`config.mk`:
```
export PLATFORM = sky130hd
export DESIGN_NAME = waypoint_path_interpolator_top
export DESIGN_NICKNAME = d
export VERILOG_FILES = /design/src/rtl/wpi_pkg.sv /design/src/rtl/wpi_ctrl.sv /design/src/rtl/wpi_dp.sv /design/src/rtl/waypoint_path_interpolator_top.sv
export SDC_FILE = /design/constraint.sdc
export NUM_CORES = 2
export LEC_CHECK = 0
export ABC_AREA = 1
export BUFFER_PORTS_ARGS = -buffer_cell sky130_fd_sc_hd__buf_2
export CORE_AREA = 5 5 388 390
export CTS_CLUSTER_SIZE = 20
export DETAILED_ROUTE_END_ITERATION = 8
export DIE_AREA = 0 0 393 395
export PLACE_DENSITY = 0.77
export SKIP_LAST_GASP = 1
export SYNTH_ARGS = -nofsm -noshare
export SYNTH_HDL_FRONTEND = slang
export SYNTH_HIERARCHICAL = 1
export SYNTH_SLANG_ARGS = --single-unit
```
`constraint.sdc`:
```
create_clock -name aclk -period 14.35 [get_ports aclk]
set_input_delay 1.435 -clock aclk [delete_from_list [all_inputs] [get_ports aclk]]
set_output_delay 1.435 -clock aclk [all_outputs]
set_load 0.02 [all_outputs]
```
`src/rtl/wpi_pkg.sv`:
```
// ----------------------------------------------------------------------------
// wpi_pkg
// Shared types and constants for the waypoint path interpolator.
// ----------------------------------------------------------------------------
package wpi_pkg;

    localparam int unsigned COORD_W  = 32;
    localparam int unsigned CORD_W   = 36;
    localparam int unsigned REM_W    = 40;
    localparam int unsigned ITER_W   = 5;
    localparam int unsigned QUOT_W   = 7;
    localparam int unsigned CNT_W    = 6;
    localparam int unsigned KBIT_W   = 3;
    localparam logic [29:0] GAIN_INV_Q30 = 30'd652032874;
    localparam logic [31:0] STEP_RESET   = 32'd6554;

    typedef enum logic [1:0] {
        OP_START    = 2'd0,
        OP_WAYPOINT = 2'd1,
        OP_GOAL     = 2'd2,
        OP_NONE     = 2'd3
    } op_t;

    typedef enum logic [1:0] {
        SEL_LEN = 2'd0,
        SEL_X   = 2'd1,
        SEL_Y   = 2'd2
    } mul_sel_t;

    typedef struct packed {
        logic              load_in;
        logic              cordic_step;
        logic [ITER_W-1:0] iter;
        logic              mul_lo;
        logic              mul_hi;
        mul_sel_t          sel;
        logic              div_init;
        logic              div_step;
        logic [KBIT_W-1:0] div_k;
        logic              emit_start;
        logic              emit_point;
        logic              emit_last;
        logic              emit_goal;
        logic              commit_anchor;
    } dp_cmd_t;

    typedef struct packed {
        logic out_free;
        logic cnt_zero;
        logic cnt_one;
    } dp_status_t;

endpackage

```
`src/rtl/wpi_ctrl.sv`:
```
// ----------------------------------------------------------------------------
// wpi_ctrl
// Sequencer: CORDIC iterations, shared multiplier passes, division, emission.
// ----------------------------------------------------------------------------
module wpi_ctrl #(
    parameter int unsigned CORDIC_STEPS = 24
) (
    input  logic                aclk,
    input  logic                aresetn,
    input  logic                s_valid,
    output logic                s_ready,
    input  logic [1:0]          s_op,
    input  wpi_pkg::dp_status_t status,
    output wpi_pkg::dp_cmd_t    cmd
);

    typedef enum logic [3:0] {
        S_IDLE, S_START, S_CORDIC, S_MLO, S_MHI, S_DIVI, S_DIV, S_EMIT, S_GOAL
    } state_t;

    state_t                     state_reg, state_next;
    logic [wpi_pkg::ITER_W-1:0] iter_reg, iter_next;
    logic [wpi_pkg::KBIT_W-1:0] k_reg, k_next;
    wpi_pkg::mul_sel_t          sel_reg, sel_next;
    logic                       goal_reg, goal_next;
    logic                       accept;

    assign s_ready = (state_reg == S_IDLE);
    assign accept  = s_valid && s_ready;

    always_comb begin
        state_next = state_reg;
        iter_next  = iter_reg;
        k_next     = k_reg;
        sel_next   = sel_reg;
        goal_next  = goal_reg;
        cmd        = '0;
        cmd.iter   = iter_reg;
        cmd.sel    = sel_reg;
        cmd.div_k  = k_reg;
        case (state_reg)
            S_IDLE: begin
                if (accept) begin
                    cmd.load_in = 1'b1;
                    goal_next   = (s_op == wpi_pkg::OP_GOAL);
                    iter_next   = '0;
                    case (s_op)
                        wpi_pkg::OP_START:                  state_next = S_START;
                        wpi_pkg::OP_WAYPOINT, wpi_pkg::OP_GOAL: state_next = S_CORDIC;
                        default:                            state_next = S_IDLE;
                    endcase
                end
            end
            S_START: begin
                if (status.out_free) begin
                    cmd.emit_start = 1'b1;
                    state_next     = S_IDLE;
                end
            end
            S_CORDIC: begin
                cmd.cordic_step = 1'b1;
                iter_next       = iter_reg + 1'b1;
                if (iter_reg == wpi_pkg::ITER_W'(CORDIC_STEPS - 1)) begin
                    sel_next   = wpi_pkg::SEL_LEN;
                    state_next = S_MLO;
                end
            end
            S_MLO: begin
                cmd.mul_lo = 1'b1;
                state_next = S_MHI;
            end
            S_MHI: begin
                cmd.mul_hi = 1'b1;
                case (sel_reg)
                    wpi_pkg::SEL_LEN: begin
                        sel_next   = wpi_pkg::SEL_X;
                        state_next = S_MLO;
                    end
                    wpi_pkg::SEL_X: begin
                        sel_next   = wpi_pkg::SEL_Y;
                        state_next = S_MLO;
                    end
                    default: state_next = S_DIVI;
                endcase
            end
            S_DIVI: begin
                cmd.div_init = 1'b1;
                k_next       = wpi_pkg::KBIT_W'(wpi_pkg::QUOT_W - 1);
                state_next   = S_DIV;
            end
            S_DIV: begin
                cmd.div_step = 1'b1;
                k_next       = k_reg - 1'b1;
                if (k_reg == '0) begin
                    state_next = S_EMIT;
                end
            end
            S_EMIT: begin
                if (status.cnt_zero) begin
                    cmd.commit_anchor = 1'b1;
                    state_next        = goal_reg ? S_GOAL : S_IDLE;
                end else if (status.out_free) begin
                    cmd.emit_point = 1'b1;
                    cmd.emit_last  = status.cnt_one && !goal_reg;
                end
            end
            S_GOAL: begin
                if (status.out_free) begin
                    cmd.emit_goal = 1'b1;
                    state_next    = S_IDLE;
                end
            end
            default: state_next = S_IDLE;
        endcase
    end

    always_ff @(posedge aclk) begin
        if (!aresetn) begin
            state_reg <= S_IDLE;
            iter_reg  <= '0;
            k_reg     <= '0;
            sel_reg   <= wpi_pkg::SEL_LEN;
            goal_reg  <= 1'b0;
        end else begin
            state_reg <= state_next;
            iter_reg  <= iter_next;
            k_reg     <= k_next;
            sel_reg   <= sel_next;
            goal_reg  <= goal_next;
        end
    end

endmodule

```
`src/rtl/wpi_dp.sv`:
```
// ----------------------------------------------------------------------------
// wpi_dp
// Datapath: CORDIC, shared gain multiplier, count divider, cursor, output.
// ----------------------------------------------------------------------------
module wpi_dp #(
    parameter int unsigned MAX_SEGMENT_POINTS = 63
) (
    input  logic                 aclk,
    input  logic                 aresetn,
    input  wpi_pkg::dp_cmd_t     cmd,
    output wpi_pkg::dp_status_t  status,
    input  logic [31:0]          step_length,
    input  logic signed [31:0]   s_in_x,
    input  logic signed [31:0]   s_in_y,
    output logic                 m_valid,
    input  logic                 m_ready,
    output logic signed [31:0]   m_out_x,
    output logic signed [31:0]   m_out_y,
    output logic                 m_run_last,
    output logic                 m_path_end,
    output logic                 m_count_clipped
);

    localparam int unsigned CW = wpi_pkg::CORD_W;
    localparam int unsigned RW = wpi_pkg::REM_W;
    localparam logic [wpi_pkg::CNT_W-1:0] MAX_CNT = wpi_pkg::CNT_W'(MAX_SEGMENT_POINTS);

    logic [31:0]          pt_x_reg, pt_y_reg, anchor_x_reg, anchor_y_reg;
    logic [31:0]          cursor_x_reg, cursor_y_reg, ax_reg, ay_reg;
    logic signed [CW-1:0] vx_reg, vy_reg, rx_reg, ry_reg;
    logic                 flip_reg;
    logic [61:0]          plo_reg;
    logic [CW-1:0]        len_reg;
    logic [RW-1:0]        rem_reg;
    logic [wpi_pkg::QUOT_W-1:0] q_reg;
    logic                 big_reg;
    logic [wpi_pkg::CNT_W-1:0] cnt_reg;
    logic                 clip_reg;
    logic                 valid_reg;
    logic [31:0]          ox_reg, oy_reg;
    logic                 last_reg, end_reg, oclip_reg;

    logic signed [32:0]   dx, dy;
    logic signed [CW-1:0] dx_e, dy_e, svx, svy, srx, sry;
    logic                 dir;
    logic [CW-1:0]        mag;
    logic                 mag_neg;
    logic [33:0]          phi;
    logic [65:0]          total;
    logic [CW-1:0]        res;
    logic [31:0]          res_s;
    logic [31:0]          step_eff;
    logic [RW-1:0]        trial;
    logic                 take;
    logic [wpi_pkg::QUOT_W-1:0] q_fin;
    logic                 clip_fin;
    logic [31:0]          cx_n, cy_n;

    assign dx   = 33'(signed'(s_in_x)) - 33'(signed'(anchor_x_reg));
    assign dy   = 33'(signed'(s_in_y)) - 33'(signed'(anchor_y_reg));
    assign dx_e = CW'(dx);
    assign dy_e = CW'(dy);

    assign svx = vx_reg >>> cmd.iter;
    assign svy = vy_reg >>> cmd.iter;
    assign srx = rx_reg >>> cmd.iter;
    assign sry = ry_reg >>> cmd.iter;
    assign dir = !vy_reg[CW-1];

    always_comb begin
        case (cmd.sel)
            wpi_pkg::SEL_LEN: begin
                mag     = vx_reg[CW-1] ? '0 : CW'(vx_reg);
                mag_neg = 1'b0;
            end
            wpi_pkg::SEL_X: begin
                mag     = rx_reg[CW-1] ? CW'(-rx_reg) : CW'(rx_reg);
                mag_neg = rx_reg[CW-1] ^ flip_reg;
            end
            default: begin
                mag     = ry_reg[CW-1] ? CW'(-ry_reg) : CW'(ry_reg);
                mag_neg = ry_reg[CW-1] ^ flip_reg;
            end
        endcase
    end

    assign phi   = {30'd0, mag[CW-1:32]} * {4'd0, wpi_pkg::GAIN_INV_Q30};
    assign total = {4'd0, plo_reg} + {phi, 32'd0};
    assign res   = total[65:30];
    assign res_s = mag_neg ? 32'(-res[31:0]) : res[31:0];

    assign step_eff = (step_length == '0) ? 32'd1 : step_length;
    assign trial    = {8'd0, step_eff} << cmd.div_k;
    assign take     = (rem_reg >= trial);
    assign q_fin    = q_reg | (wpi_pkg::QUOT_W'(take) << cmd.div_k);
    assign clip_fin = big_reg || (q_fin > wpi_pkg::QUOT_W'(MAX_SEGMENT_POINTS));

    assign cx_n = cursor_x_reg + ax_reg;
    assign cy_n = cursor_y_reg + ay_reg;

    assign status.out_free = !valid_reg || m_ready;
    assign status.cnt_zero = (cnt_reg == '0);
    assign status.cnt_one  = (cnt_reg == wpi_pkg::CNT_W'(1));

    always_ff @(posedge aclk) begin
        if (!aresetn) begin
            anchor_x_reg <= '0;
            anchor_y_reg <= '0;
            cursor_x_reg <= '0;
            cursor_y_reg <= '0;
            cnt_reg      <= '0;
            clip_reg     <= 1'b0;
            valid_reg    <= 1'b0;
        end else begin
            if (cmd.load_in) begin
                pt_x_reg <= s_in_x;
                pt_y_reg <= s_in_y;
                flip_reg <= dx[32];
                vx_reg   <= dx[32] ? -dx_e : dx_e;
                vy_reg   <= dx[32] ? -dy_e : dy_e;
                rx_reg   <= CW'(step_eff);
                ry_reg   <= '0;
            end
            if (cmd.cordic_step) begin
                if (dir) begin
                    vx_reg <= vx_reg + svy;
                    vy_reg <= vy_reg - svx;
                    rx_reg <= rx_reg - sry;
                    ry_reg <= ry_reg + srx;
                end else begin
                    vx_reg <= vx_reg - svy;
                    vy_reg <= vy_reg + svx;
                    rx_reg <= rx_reg + sry;
                    ry_reg <= ry_reg - srx;
                end
            end
            if (cmd.mul_lo) begin
                plo_reg <= {30'd0, mag[31:0]} * {32'd0, wpi_pkg::GAIN_INV_Q30};
            end
            if (cmd.mul_hi) begin
                case (cmd.sel)
                    wpi_pkg::SEL_LEN: len_reg <= res;
                    wpi_pkg::SEL_X:   ax_reg  <= res_s;
                    default:          ay_reg  <= res_s;
                endcase
            end
            if (cmd.div_init) begin
                rem_reg <= {4'd0, len_reg};
                q_reg   <= '0;
                big_reg <= ({4'd0, len_reg} >= {1'b0, step_eff, 7'd0});
            end
            if (cmd.div_step) begin
                if (take) begin
                    rem_reg <= rem_reg - trial;
                end
                q_reg <= q_fin;
                if (cmd.div_k == '0) begin
                    cnt_reg  <= clip_fin ? MAX_CNT : q_fin[wpi_pkg::CNT_W-1:0];
                    clip_reg <= clip_fin;
                end
            end
            if (cmd.commit_anchor) begin
                anchor_x_reg <= pt_x_reg;
                anchor_y_reg <= pt_y_reg;
            end
            if (cmd.emit_start) begin
                anchor_x_reg <= pt_x_reg;
                anchor_y_reg <= pt_y_reg;
                cursor_x_reg <= pt_x_reg;
                cursor_y_reg <= pt_y_reg;
                ox_reg       <= pt_x_reg;
                oy_reg       <= pt_y_reg;
                last_reg     <= 1'b1;
                end_reg      <= 1'b0;
                oclip_reg    <= 1'b0;
            end
            if (cmd.emit_point) begin
                cursor_x_reg <= cx_n;
                cursor_y_reg <= cy_n;
                cnt_reg      <= cnt_reg - 1'b1;
                ox_reg       <= cx_n;
                oy_reg       <= cy_n;
                last_reg     <= cmd.emit_last;
                end_reg      <= 1'b0;
                oclip_reg    <= clip_reg;
            end
            if (cmd.emit_goal) begin
                ox_reg    <= pt_x_reg;
                oy_reg    <= pt_y_reg;
                last_reg  <= 1'b1;
                end_reg   <= 1'b1;
                oclip_reg <= clip_reg;
            end
            if (cmd.emit_start || cmd.emit_point || cmd.emit_goal) begin
                valid_reg <= 1'b1;
            end else if (m_ready) begin
                valid_reg <= 1'b0;
            end
        end
    end

    assign m_valid         = valid_reg;
    assign m_out_x         = ox_reg;
    assign m_out_y         = oy_reg;
    assign m_run_last      = last_reg;
    assign m_path_end      = end_reg;
    assign m_count_clipped = oclip_reg;

endmodule

```
`src/rtl/waypoint_path_interpolator_top.sv`:
```
// ----------------------------------------------------------------------------
// waypoint_path_interpolator_top
// Linear path interpolation between waypoints with CORDIC direction finding.
//
//   channel | ports            | moves
//   --------+------------------+----------------------------------------
//   input   | s_valid/s_ready  | item: op, in_x, in_y
//   output  | m_valid/m_ready  | item: out_x, out_y, run_last, path_end,
//           |                  |       count_clipped
//   config  | APB psel/penable | step_length at address 0
//
// A start item emits one point. A segment runs through the serial CORDIC, the
// shared gain multiplier (two passes per value) and the 7-step count divider,
// then emits its points one at a time, and a goal item adds the goal point.
// Reset clears the anchor, the cursor and the output valid flag.
// A stalled output holds the sequencer; one finished item waits in the
// output register while the next input item is accepted.
// ----------------------------------------------------------------------------
module waypoint_path_interpolator_top #(
    parameter int unsigned MAX_SEGMENT_POINTS = 63,
    parameter int unsigned CORDIC_STEPS       = 24
) (
    input  logic               aclk,
    input  logic               aresetn,
    input  logic               psel,
    input  logic               penable,
    input  logic               pwrite,
    input  logic [2:0]         paddr,
    input  logic [31:0]        pwdata,
    output logic [31:0]        prdata,
    output logic               pready,
    input  logic               s_valid,
    output logic               s_ready,
    input  logic [1:0]         s_op,
    input  logic signed [31:0] s_in_x,
    input  logic signed [31:0] s_in_y,
    output logic               m_valid,
    input  logic               m_ready,
    output logic signed [31:0] m_out_x,
    output logic signed [31:0] m_out_y,
    output logic               m_run_last,
    output logic               m_path_end,
    output logic               m_count_clipped
);

    logic [31:0]         step_reg;
    wpi_pkg::dp_cmd_t    cmd;
    wpi_pkg::dp_status_t status;

    assign pready = 1'b1;
    assign prdata = paddr[2] ? 32'd0 : step_reg;

    always_ff @(posedge aclk) begin
        if (!aresetn) begin
            step_reg <= wpi_pkg::STEP_RESET;
        end else if (psel && penable && pwrite && !paddr[2]) begin
            step_reg <= pwdata;
        end
    end

    wpi_ctrl #(
        .CORDIC_STEPS (CORDIC_STEPS)
    ) u_ctrl (
        .aclk    (aclk),
        .aresetn (aresetn),
        .s_valid (s_valid),
        .s_ready (s_ready),
        .s_op    (s_op),
        .status  (status),
        .cmd     (cmd)
    );

    wpi_dp #(
        .MAX_SEGMENT_POINTS (MAX_SEGMENT_POINTS)
    ) u_dp (
        .aclk            (aclk),
        .aresetn         (aresetn),
        .cmd             (cmd),
        .status          (status),
        .step_length     (step_reg),
        .s_in_x          (s_in_x),
        .s_in_y          (s_in_y),
        .m_valid         (m_valid),
        .m_ready         (m_ready),
        .m_out_x         (m_out_x),
        .m_out_y         (m_out_y),
        .m_run_last      (m_run_last),
        .m_path_end      (m_path_end),
        .m_count_clipped (m_count_clipped)
    );

endmodule

```
==> flow_summary.toml <==
[outcome]
outcome = "completed"

[job]
drv_cap = 0

[global_routing]
grt_overflow = 0
grt_max_degree = 146
busiest_layer = "met2"
use_met2 = 0.579
grt_util_met3 = 0.0795
grt_pass1_wl_mm = 472
grt_pass1_vias = 80690
grt_usage = 0.391
antenna_found_initial = 24
gr-usage-met1 = 0.559

[sta]
post-route-min-period_ps = 11140
slew_headroom = 0.0313
slew_viol_final = 0
setup_viol = 0
tightest_slew_ps = 1440
hold_viol_final = 0
rsz0062_at_grt = "no"
tns_ps = 0
clock_skew_ps = 98.9
max_freq_ghz = 0.0898
fin_crit_sh = 0.776

[clocking]
cts_resized = 0
clock_latency_ps = 720
htreeDepth = 3
cts.sinks = 639
cts_buffers = 76
clk_pin_slew_ps = 60
clk_path_buf_depth = 3
cts-hold-fix-buffers = 0
postCtsSetupBuffers = 0
cts_tree = "built"
cts_root_buf = "clkbuf_16"

[critical_path]
cp_data_arrival_time_ps = 11500
critPathBufInv = 7
crit_top_cell = "inv_1"
startpoint_type = "flop"
crit_family = "adder cells"
worstSetupPathType = "reg -> reg"
cpPeakStageDelay_ps = 1110
r2r_end = "u_dp/plo_reg[59]$_DFFE_PP_"
worstReg2RegStart = "u_dp/rx_reg[1]$_DFFE_PP_"
cp_max_fo = 9
r2r_slack_ps = 3210
required_ps = 14720
reg2regPathDepth = 37
crit_path_end_kind = "flop"
crit_path_top_delay_cell = "nor3_1"

[hold_path]
worstHoldStart = "u_dp/anchor_x_reg[27]$_SDFFE_PN0P_"
min_path_cells = 2
hp-class = "reg -> reg"
min_to = "u_dp/anchor_x_reg[27]$_SDFFE_PN0P_"

[synthesis]
yosysWarnings = 6
synth_seq_area_share = 0.206
ys_types = 73
synth_edf_count = 456
syn_avg_cell_area_um2 = 6.81
syn-num-nets = 13750
synthArstFlopShare = 0
ys_ff_latch = 639
synthFlopType = "edfxtp_1"
synth_cells = 12401
syn_area_um2 = 84400

[routing]
drc = 0
vias_per_cell = 6.04
drt_iter0_drc = 10131
dr.pass1.iters = 8
ant_nets = 0
routed_wl_mm = 314
wl_per_cell_um = 21.8
vias = 87240

[layout]
drive_above_1_share = 0.0527
largest_reg_flops = 40
final_common_cell = "nand2_1"
final_nets = 13776
final_cell_mix = "nand2_1 (3333), inv_1 (1765), nand3_1 (1260), nor2_1 (970), ha_1 (770)"
n_fill_cell = 13751
area_growth_pct = 6.35

[die]
die_area_um2 = 155000
die_h_um = 395
die_w_um = 393
rows = 141
core_um2 = 147000
initial_core_util = 0.575
ioPinCount = 210

[place]
place.gp.congestion = 1.04
numPortBuffers = 206
detailedPlacementHpwl_mm = 257
[logic make-up after synthesis]
group / share of synthesized area
AND/OR/NAND/NOR: 0.306
flip-flops: 0.206
AO/OA/AOI/OAI: 0.124
adder cells (fa/ha/maj): 0.226
multiplexers: 0.00213
buffers and inverters: 0.0993
XOR/XNOR: 0.0375
other: 0.0000444
[layer usage]
metal,up-vias,part of all wire
li1,40799,-
met1,40813,0.42
met2,4824,0.42
met3,790,0.12
met4,14,0.047
met5,-,0.00023
[cells in the mapped netlist (15+ instances only)]
cell type / number / area, µm²
nand2_1: 3333 / 12500
inv_1: 1771 / 6650
nand3_1: 1260 / 6310
nor2_1: 979 / 3670
ha_1: 770 / 9630
a21oi_1: 725 / 3630
o21ai_0: 696 / 3480
fa_1: 471 / 9430
edfxtp_1: 456 / 13700
xor2_1: 237 / 2080
clkbuf_1: 189 / 709
dfxtp_1: 183 / 3660
nand4_1: 147 / 920
a31oi_1: 131 / 820
xnor2_1: 122 / 1070
nor3_1: 105 / 526
buf_2: 78 / 390
or2_2: 64 / 400
buf_1: 59 / 221
a21o_1: 53 / 398
o21ai_1: 53 / 265
nor4_1: 42 / 263
o21a_1: 42 / 315
o21bai_1: 41 / 308
o211ai_1: 39 / 293
nand2_2: 34 / 213
nand3b_1: 31 / 233
nor2_2: 27 / 169
a21boi_0: 23 / 173
inv_2: 23 / 86.3
mux2i_1: 18 / 180
nor2_4: 17 / 191
o22ai_1: 16 / 100
buf_6: 15 / 169
[worst register-to-register path, delay by kind of cell, from the launching register on]
kind	cells	cell delay, ps
adders and majority gates	10	4440
and+or+nand+nor	14	3370
buffers and inverters	7	1090
AOI/OAI and AO/OA	4	990
DFF	1	540
xor gates and xnor gates	2	350
[through the flow]
stage	worst slack, ps	area, µm²	utilization	std cells	hold WS [ps]
CTS	3670	89700	0.611	14418	461
global route	2820	89700	0.611	14418	475
global placement	3850	87100	0.594	14279	445
finish	3210	89800	0.611	14435	458
detailed placement	3800	87100	0.594	14279	452
floorplan	1770	84400	-	12401	426
[how the worst max path moves through the flow]
stage	from	slack, ps	to	depth (start not counted)
3_3_place_gp	u_dp/rx_reg[1]$_DFFE_PP_	3850	u_dp/plo_reg[59]$_DFFE_PP_	37
5_1_grt	u_dp/rx_reg[1]$_DFFE_PP_	2820	u_dp/plo_reg[59]$_DFFE_PP_	37
3_5_place_dp	u_dp/rx_reg[1]$_DFFE_PP_	3800	u_dp/plo_reg[60]$_DFFE_PP_	37
2_1_floorplan	aresetn	1770	u_dp/rx_reg[0]$_DFFE_PP_	3
4_1_cts	u_dp/rx_reg[1]$_DFFE_PP_	3670	u_dp/plo_reg[60]$_DFFE_PP_	37
6_report	u_dp/rx_reg[1]$_DFFE_PP_	3210	u_dp/plo_reg[59]$_DFFE_PP_	37
[cell type report]
| cell class | instances | area [µm²] | area share |
|---|---|---|---|
| Multi-Input combinational cell | 9603 | 58800 | 0.655 |
| Sequential cell | 639 | 17400 | 0.194 |
| Inverter | 1803 | 6780 | 0.0756 |
| Tap cell | 1930 | 2410 | 0.0269 |
| Clock buffer | 90 | 2000 | 0.0223 |
| Timing Repair Buffer | 304 | 1790 | 0.0199 |
| Clock inverter | 49 | 558 | 0.00622 |
| Antenna cell | 17 | 42.5 | 0.000474 |
Power is not shown: default switching activity piles up to over one toggle a cycle in this logic, so the estimate is an artifact.
